<file path="config.mk">
export PLATFORM = sky130hd
export DESIGN_NAME = range_scan_point_validator_top
export DESIGN_NICKNAME = d
export VERILOG_FILES = /design/src/design/rspv_pkg.sv /design/src/design/rspv_classify.sv /design/src/design/range_scan_point_validator_top.sv
export SDC_FILE = /design/constraint.sdc
export NUM_CORES = 2
export LEC_CHECK = 0
export BUFFER_PORTS_ARGS = -buffer_cell sky130_fd_sc_hd__buf_2
export CAP_MARGIN = 15
export CORE_ASPECT_RATIO = 1.4
export CORE_MARGIN = 5
export CORE_UTILIZATION = 50
export DETAILED_ROUTE_END_ITERATION = 8
export PLACE_DENSITY = 0.66
export REMOVE_ABC_BUFFERS = 1
export SYNTH_ARGS = -nofsm -noshare
export SYNTH_HDL_FRONTEND = slang
export SYNTH_HIERARCHICAL = 1
export SYNTH_SLANG_ARGS = --single-unit
</file>
<file path="constraint.sdc">
create_clock -name clk -period 26.5 [get_ports clk]
set_clock_uncertainty 0.15 [all_clocks]
set_input_delay 0 -clock clk [delete_from_list [all_inputs] [get_ports clk]]
set_output_delay 0 -clock clk [all_outputs]
set_load 0.02 [all_outputs]
</file>
<file path="src/design/rspv_pkg.sv">
// Shared types and constants of the range scan point validator.
`timescale 1ns / 1ps
package rspv_pkg;

  typedef enum logic [1:0] {
    CLASS_VALID  = 2'd0,
    CLASS_RANGE  = 2'd1,
    CLASS_NOREFL = 2'd2,
    CLASS_JUMP   = 2'd3
  } point_class_t;

  typedef enum logic [2:0] {
    REG_SCALE     = 3'd0,
    REG_MIN_RANGE = 3'd1,
    REG_MAX_RANGE = 3'd2,
    REG_MAX_JUMP  = 3'd3,
    REG_START     = 3'd4,
    REG_STEP      = 3'd5
  } reg_index_t;

  typedef struct packed {
    logic        [23:0] scale_q16;
    logic        [15:0] min_range_mm;
    logic        [15:0] max_range_mm;
    logic        [15:0] max_jump_mm;
    logic signed [22:0] start_angle;
    logic signed [16:0] angle_step;
  } cfg_t;

  localparam logic        [23:0] SCALE_RST     = 24'd65536;
  localparam logic        [15:0] MIN_RANGE_RST = 16'd50;
  localparam logic        [15:0] MAX_RANGE_RST = 16'd10000;
  localparam logic        [15:0] MAX_JUMP_RST  = 16'd500;
  localparam logic signed [22:0] START_RST     = -23'sd450000;
  localparam logic signed [16:0] STEP_RST      = 17'sd3333;

  localparam logic [15:0] RAW_NONE = 16'h0000;
  localparam logic [15:0] RAW_SAT  = 16'hFFFF;

  localparam int ANGLE_W   = 27;
  localparam int TOTAL_W   = 11;
  localparam int CFG_DW    = 24;
  localparam int CFG_AW    = 3;
  localparam int IN_DW     = 16;
  localparam int OUT_DW    = 72;

endpackage

</file>
<file path="src/design/rspv_classify.sv">
// Point classification, scaled distance and angle for one scan point.
`timescale 1ns / 1ps
module rspv_classify
  import rspv_pkg::*;
#(
  parameter int IDX_W = 10
) (
  input  cfg_t                       cfg,
  input  logic        [15:0]         raw,
  input  logic        [15:0]         last_good_raw,
  input  logic        [IDX_W-1:0]    point_index,
  output point_class_t               pclass,
  output logic        [15:0]         point_dist,
  output logic signed [ANGLE_W-1:0]  point_angle
);

  localparam int ANG_W = (IDX_W + 19 > ANGLE_W + 1) ? IDX_W + 19 : ANGLE_W + 1;
  localparam logic signed [ANG_W-1:0] ANG_MAX = ANG_W'(67108863);
  localparam logic signed [ANG_W-1:0] ANG_MIN = ANG_W'(-67108864);

  logic        [39:0]      prod;
  logic        [39:0]      jump_prod;
  logic        [15:0]      diff;
  logic        [31:0]      min_lim;
  logic        [31:0]      max_lim;
  logic        [31:0]      jump_lim;
  logic signed [ANG_W-1:0] ang_sum;
  logic signed [ANG_W-1:0] ang_sat;

  assign prod      = 40'(raw) * 40'(cfg.scale_q16);
  assign diff      = (raw > last_good_raw) ? raw - last_good_raw : last_good_raw - raw;
  assign jump_prod = 40'(diff) * 40'(cfg.scale_q16);
  assign min_lim   = {cfg.min_range_mm, 16'h0000};
  assign max_lim   = {cfg.max_range_mm, 16'h0000};
  assign jump_lim  = {cfg.max_jump_mm, 16'h0000};

  assign ang_sum = ANG_W'(cfg.start_angle)
                 + ANG_W'($signed({1'b0, point_index})) * ANG_W'(cfg.angle_step);

  always_comb begin
    if (ang_sum > ANG_MAX) begin
      ang_sat = ANG_MAX;
    end else if (ang_sum < ANG_MIN) begin
      ang_sat = ANG_MIN;
    end else begin
      ang_sat = ang_sum;
    end
  end

  always_comb begin
    if (raw == RAW_NONE || raw == RAW_SAT) begin
      pclass = CLASS_NOREFL;
    end else if (prod < 40'(min_lim) || prod > 40'(max_lim)) begin
      pclass = CLASS_RANGE;
    end else if (last_good_raw != RAW_NONE && jump_prod > 40'(jump_lim)) begin
      pclass = CLASS_JUMP;
    end else begin
      pclass = CLASS_VALID;
    end
  end

  always_comb begin
    point_dist  = '0;
    point_angle = '0;
    if (pclass == CLASS_VALID) begin
      point_dist  = (prod[39:32] != 8'h00) ? 16'hFFFF : prod[31:16];
      point_angle = ang_sat[ANGLE_W-1:0];
    end
  end

endmodule

</file>
<file path="src/design/range_scan_point_validator_top.sv">
// Top level of the range scan point validator.
//
//   channel   dir  handshake                fields
//   s_axis    in   s_tvalid / s_tready      tdata: raw_range; tlast: last_point
//   m_axis    out  m_tvalid / m_tready      tdata: class, distance, angle, totals;
//                                           tlast: scan_end
//   cfg       in   cfg_we                   cfg_addr, cfg_wdata
//
// One request per cycle unless the result stalls; via input and result registers.
// The scan state (last good raw, index, counts) updates in the cycle a point
// moves from the input register to the result register.
// Reset clears the pipeline valids and scan state; the registers take reset values.
// A stalled result holds; the input register still fills behind it.
`timescale 1ns / 1ps
module range_scan_point_validator_top
  import rspv_pkg::*;
#(
  parameter int MAX_POINTS = 1024
) (
  input  logic               clk,
  input  logic               rst,
  input  logic               cfg_we,
  input  logic [CFG_AW-1:0]  cfg_addr,
  input  logic [CFG_DW-1:0]  cfg_wdata,
  input  logic               s_tvalid,
  output logic               s_tready,
  input  logic [IN_DW-1:0]   s_tdata,   // [15:0] raw_range
  input  logic               s_tlast,   // last_point
  output logic               m_tvalid,
  input  logic               m_tready,
  output logic [OUT_DW-1:0]  m_tdata,   // [1:0] point_class, [17:2] point_dist,
                                        // [44:18] point_angle, [45] scan_complete,
                                        // [56:46] valid_total, [67:57] invalid_total
  output logic               m_tlast    // scan_end
);

  localparam int IDX_W = $clog2(MAX_POINTS);
  localparam int CNT_W = $clog2(MAX_POINTS + 1);

  cfg_t cfg;

  logic              s1_valid;
  logic [15:0]       s1_raw;
  logic              s1_last;
  logic              adv;
  logic              proc;

  logic [15:0]       last_good_raw;
  logic [IDX_W-1:0]  point_index;
  logic [CNT_W-1:0]  good_count;
  logic [CNT_W-1:0]  bad_count;
  logic [CNT_W-1:0]  good_count_next;
  logic [CNT_W-1:0]  bad_count_next;
  logic [CNT_W:0]    count_sum;
  logic              complete;

  point_class_t              pclass;
  logic        [15:0]        point_dist;
  logic signed [ANGLE_W-1:0] point_angle;

  assign adv      = !m_tvalid || m_tready;
  assign s_tready = !s1_valid || adv;
  assign proc     = s1_valid && adv;

  always_ff @(posedge clk) begin
    if (rst) begin
      cfg.scale_q16    <= SCALE_RST;
      cfg.min_range_mm <= MIN_RANGE_RST;
      cfg.max_range_mm <= MAX_RANGE_RST;
      cfg.max_jump_mm  <= MAX_JUMP_RST;
      cfg.start_angle  <= START_RST;
      cfg.angle_step   <= STEP_RST;
    end else if (cfg_we) begin
      case (cfg_addr)
        REG_SCALE:     cfg.scale_q16    <= cfg_wdata[23:0];
        REG_MIN_RANGE: cfg.min_range_mm <= cfg_wdata[15:0];
        REG_MAX_RANGE: cfg.max_range_mm <= cfg_wdata[15:0];
        REG_MAX_JUMP:  cfg.max_jump_mm  <= cfg_wdata[15:0];
        REG_START:     cfg.start_angle  <= $signed(cfg_wdata[22:0]);
        REG_STEP:      cfg.angle_step   <= $signed(cfg_wdata[16:0]);
        default: ;
      endcase
    end
  end

  // hold the request in the input register
  always_ff @(posedge clk) begin
    if (rst) begin
      s1_valid <= 1'b0;
    end else if (s_tready) begin
      s1_valid <= s_tvalid;
    end
  end

  always_ff @(posedge clk) begin
    if (s_tready && s_tvalid) begin
      s1_raw  <= s_tdata[15:0];
      s1_last <= s_tlast;
    end
  end

  rspv_classify #(
    .IDX_W(IDX_W)
  ) u_classify (
    .cfg          (cfg),
    .raw          (s1_raw),
    .last_good_raw(last_good_raw),
    .point_index  (point_index),
    .pclass       (pclass),
    .point_dist   (point_dist),
    .point_angle  (point_angle)
  );

  always_comb begin
    good_count_next = good_count;
    bad_count_next  = bad_count;
    if (pclass == CLASS_VALID) begin
      if (good_count < CNT_W'(MAX_POINTS)) begin
        good_count_next = good_count + 1'b1;
      end
    end else begin
      if (bad_count < CNT_W'(MAX_POINTS)) begin
        bad_count_next = bad_count + 1'b1;
      end
    end
    count_sum = {1'b0, good_count_next} + {1'b0, bad_count_next};
    complete  = s1_last && !({1'b0, bad_count_next} > (count_sum >> 1));
  end

  // advance the scan state
  always_ff @(posedge clk) begin
    if (rst) begin
      last_good_raw <= '0;
      point_index   <= '0;
      good_count    <= '0;
      bad_count     <= '0;
    end else if (proc) begin
      if (s1_last) begin
        last_good_raw <= '0;
        point_index   <= '0;
        good_count    <= '0;
        bad_count     <= '0;
      end else begin
        if (pclass == CLASS_VALID) begin
          last_good_raw <= s1_raw;
        end
        if (point_index < IDX_W'(MAX_POINTS - 1)) begin
          point_index <= point_index + 1'b1;
        end
        good_count <= good_count_next;
        bad_count  <= bad_count_next;
      end
    end
  end

  always_ff @(posedge clk) begin
    if (rst) begin
      m_tvalid <= 1'b0;
    end else if (adv) begin
      m_tvalid <= s1_valid;
    end
  end

  always_ff @(posedge clk) begin
    if (proc) begin
      m_tdata <= {4'b0000,
                  TOTAL_W'(bad_count_next),
                  TOTAL_W'(good_count_next),
                  complete,
                  point_angle,
                  point_dist,
                  pclass};
      m_tlast <= s1_last;
    end
  end

endmodule

</file>
==> results by group <==
Outcome
  – Run status: finished clean

Routing
  – Vias/cell: between 5 and 6
  – Post-DRT Antenna Nets: 0
  – Initial DRT Pass Iterations: 6
  – Drt drc: 0
  – Starting DRT DRC Count: between 2000 and 2500
  – Vias: roughly 38000
  – Drt total wl: roughly 130000 um
  – Routed WL per cell: just under 20 um

Finish
  – Share of cells above drive strength 1: 0.05595
  – Nets@finish: between 6000 and 7000
  – Number of fill cells: between 8000 and 9000
  – Layout Cells excl Fill: 6641
  – Area growth syn-to-layout: 6.312%

Clock network
  – Resized cells post-CTS: 0
  – Clk sinks: about 250
  – Clock Latency Late Sink: around 600 ps
  – H-tree levels: 1
  – Hold buffers post-CTS: 64
  – Total CTS buffers: 26
  – Clock root cell: clkbuf_16
  – CTS clock-pin slew for the worst setup and hold paths: around 70 ps
  – Post-CTS Setup Inserts: 0
  – TritonCTS clock tree: yes
  – Clock tree buffer depth: 3

Critical path
  – Crit-path most repeated cell: fa_1
  – Slowest stage cell on the critical path: o2111ai_2
  – CP max FO: 77
  – WP data required: between 20000 and 30000 ps
  – CP Capture Type: flop
  – Crit path DAT: between 15000 and 20000 ps
  – Crit start category: flop
  – Worst r2r dst: m_tdata[45]
  – R2R cell count: 57
  – Worst r2r src: s1_raw[14]
  – Worst setup path category: flop to flop
  – Worst path max stage delay: about 800 ps
  – Reg2Reg Setup Slack: 9790 ps

Global route
  – GRT overflow: 0
  – Total track usage: 0.2636
  – Largest net degree at the start of global routing: 84
  – Initial antenna violation count: 5
  – First-pass GRT wire length: ~210000 um
  – Vias in the first global route: approximately 40000

Floorplan
  – Core ar.: just over 90000 um2
  – Die width: approximately 270 um
  – Core Rows: about 130
  – IO Pins: ~120
  – Die Height: roughly 370 um
  – Initial core utilization: 0.5039
  – Die area: between 90000 and 100000 um2

Power
  – Max IR drop VDD: approximately 0.000043 V
  – Cell leakage power: approximately 23 nW
  – Pwr Density: roughly 34 nW/um2

Synthesis
  – Cell variety after synth: roughly 110
  – Async set-reset flop share out of synthesis: 0
  – Yosys reg bits: around 250
  – Cells after synthesis: 5463
  – Cell Area, Synth: roughly 47000 um2
  – Post-synth EDFFs: 86
  – Synth Flop Type: dfxtp_1
  – Mean cell area of the mapped netlist: about 8.5 um2
  – YS warnings: 6
  – Seq/Total Area, Yosys: 0.1250

Flow run
  – Max_cap viols: 0

Placed design
  – Placed Cells: around 6500
  – DP Wirelength: roughly 100000 um
  – Final Wtd Congestion: roughly 0.94
  – Port buffer count: 119

Timing
  – Period minus WS final: about 17000 ps
  – Relative slew slack: 0.2198
  – Period utilization: 0.6306
  – Worst-margin pin slew: approximately 1200 ps
  – Final setup TNS: 0 ps
  – Hold Violations, Final: 0
  – Final setup violation count: 0
  – Max-slew violations: 0
  – RSZ-0062 raised after global routing: no
  – F_max: 59.84 MHz

Worst hold path
  – Min-Delay Path Class: input port to flop
  – Hold depth: 2
  – Hold Path Sink: s1_raw[4]
  – Critical hold path startpoint: s_tdata[4]
==> Yosys cell counts (7+ instances only) <==
cell / count / area share
a211o_1: 8 / 0.0015
a211oi_1: 22 / 0.0035
a21o_1: 75 / 0.012
a21oi_1: 266 / 0.029
a22oi_1: 23 / 0.0037
a31oi_1: 24 / 0.0032
a41oi_1: 17 / 0.0032
and2_1: 330 / 0.044
and3_1: 22 / 0.0030
buf_1: 10 / 0.00081
buf_2: 31 / 0.0033
clkbuf_1: 272 / 0.022
dfxtp_1: 162 / 0.070
edfxtp_1: 86 / 0.055
fa_1: 793 / 0.34
ha_1: 391 / 0.10
inv_1: 972 / 0.078
mux2_2: 9 / 0.0022
mux2i_1: 11 / 0.0024
nand2_1: 942 / 0.076
nand2b_1: 29 / 0.0039
nand3_1: 124 / 0.013
nand4_1: 79 / 0.011
nor2_1: 132 / 0.011
nor2b_1: 52 / 0.0070
nor3_1: 32 / 0.0034
nor4_1: 23 / 0.0031
nor4b_1: 7 / 0.0013
o211a_1: 18 / 0.0039
o211ai_1: 10 / 0.0016
o21a_1: 26 / 0.0042
o21ai_0: 118 / 0.013
o21ba_1: 13 / 0.0028
o21bai_1: 14 / 0.0023
o31ai_1: 9 / 0.0014
or2_2: 7 / 0.00094
or3_1: 23 / 0.0031
xnor2_1: 77 / 0.014
xor2_1: 47 / 0.0088
==> worst max-delay path: cells and delay by family (launching register included) <==
kind	cells	cell delay, ps
buffers and inverters	6	1330
AOI/OAI and AO/OA	11	3220
adders and majority gates	11	4710
xor gates and xnor gates	4	810
DFF	1	370
and+or+nand+nor	24	5430
muxes	1	340
==> stage by stage <==
stage               setup slack (ps)  instance area, um2  hold slack, ps    util  power [mW]
global placement               10130               48000           27.70  0.5189       1.272
floorplan                      11150               45230          -80.93       -      0.9905
detailed placement              9898               48000           28.64  0.5190       1.279
global route                    8502               49540           50.35  0.5356       1.795
finish                          9790               49550           38.40  0.5357       1.686
CTS                             9869               49540           14.76  0.5356       1.695
==> layout by cell type, fill, tap and decap left out, types with 7 or more instances in the layout <==
cell | Yosys | layout
inv_1 | 972 | 971
nand2_1 | 942 | 942
fa_1 | 793 | 793
ha_1 | 391 | 390
and2_1 | 330 | 330
a21oi_1 | 266 | 266
dfxtp_1 | 162 | 161
nor2_1 | 132 | 132
nand3_1 | 124 | 124
buf_2 | 31 | 119
o21ai_0 | 118 | 118
edfxtp_1 | 86 | 86
nand4_1 | 79 | 79
a21o_1 | 75 | 75
xnor2_1 | 77 | 71
buf_4 | 6 | 69
dlygate4sd3_1 | 0 | 64
nor2b_1 | 52 | 52
xor2_1 | 47 | 45
nor3_1 | 32 | 32
nand2b_1 | 29 | 29
clkbuf_16 | 0 | 29
o21a_1 | 26 | 26
a31oi_1 | 24 | 24
or3_1 | 23 | 23
nor4_1 | 23 | 23
a22oi_1 | 23 | 23
and3_1 | 22 | 22
a211oi_1 | 22 | 22
o211a_1 | 18 | 18
a41oi_1 | 17 | 17
o21bai_1 | 14 | 14
o21ba_1 | 13 | 13
o211ai_1 | 10 | 10
mux2i_1 | 11 | 10
o31ai_1 | 9 | 9
mux2_2 | 9 | 9
a211o_1 | 8 | 8
or2_2 | 7 | 7
nor4b_1 | 7 | 7
==> cells by family after synthesis <==
family,Yosys count,share of synthesized area
buf+inv,1306,0.1081
mux,21,0.004833
other cells,1,0.00008046
compound gates,733,0.1039
xor+xnor,125,0.02365
flops,248,0.1250
simple gates,1845,0.1889
fa+ha+maj,1184,0.4456
==> worst max path at each step <==
stage | startpoint | end | slack [ps] | depth (start not counted)
after CTS | s1_raw[14] | m_tdata[45] | 9870 | 57
after global routing | s1_raw[14] | m_tdata[45] | 8500 | 57
final | s1_raw[14] | m_tdata[45] | 9790 | 57
after global placement | s1_raw[0] | m_tdata[45] | 10130 | 57
after detailed placement | s1_raw[0] | m_tdata[45] | 9900 | 59
after floorplan | s1_raw[14] | m_tdata[45] | 11150 | 51
==> cell type report <==
type | instances | area (um2) | share of cell area
diodes | 2 | 5.005 | 0.0001010
clock buffers | 34 | 744.5 | 0.01503
clock inverters | 13 | 155.1 | 0.003131
inverters | 974 | 3657 | 0.07381
multi-input cells | 3912 | 35890 | 0.7245
flip-flops and latches | 248 | 5827 | 0.1176
well taps | 1206 | 1509 | 0.03046
repair buffers | 252 | 1754 | 0.03540
==> where the power goes <==
part,internal [mW],switching [mW],total (mW)
Clock,0.221,0.177,0.398
Sequential,0.416,0.0111,0.427
Combinational,0.299,0.561,0.860
Total,0.936,0.749,1.69
==> routing by layer <==
layer	GRT usage	wire, um	vias up
li1	-	-	17080
met1	0.2960	47510	18830
met2	0.4901	69050	1238
met3	0.02568	5773	451
met4	0.1379	8114	2
met5	0	13	-
==> state kept, by name, summed over array words and instances (netlist names) <==
| signal | cells |
|---|---|
| bad_count | 11 |
| cfg | 112 |
| good_count | 11 |
| last_good_raw | 16 |
| m_tdata | 68 |
| m_tlast | 1 |
| m_tvalid | 1 |
| point_index | 10 |
| s1_last | 1 |
| s1_raw | 16 |
| s1_valid | 1 |
No activity file was read; power rests on OpenSTA's default activity.
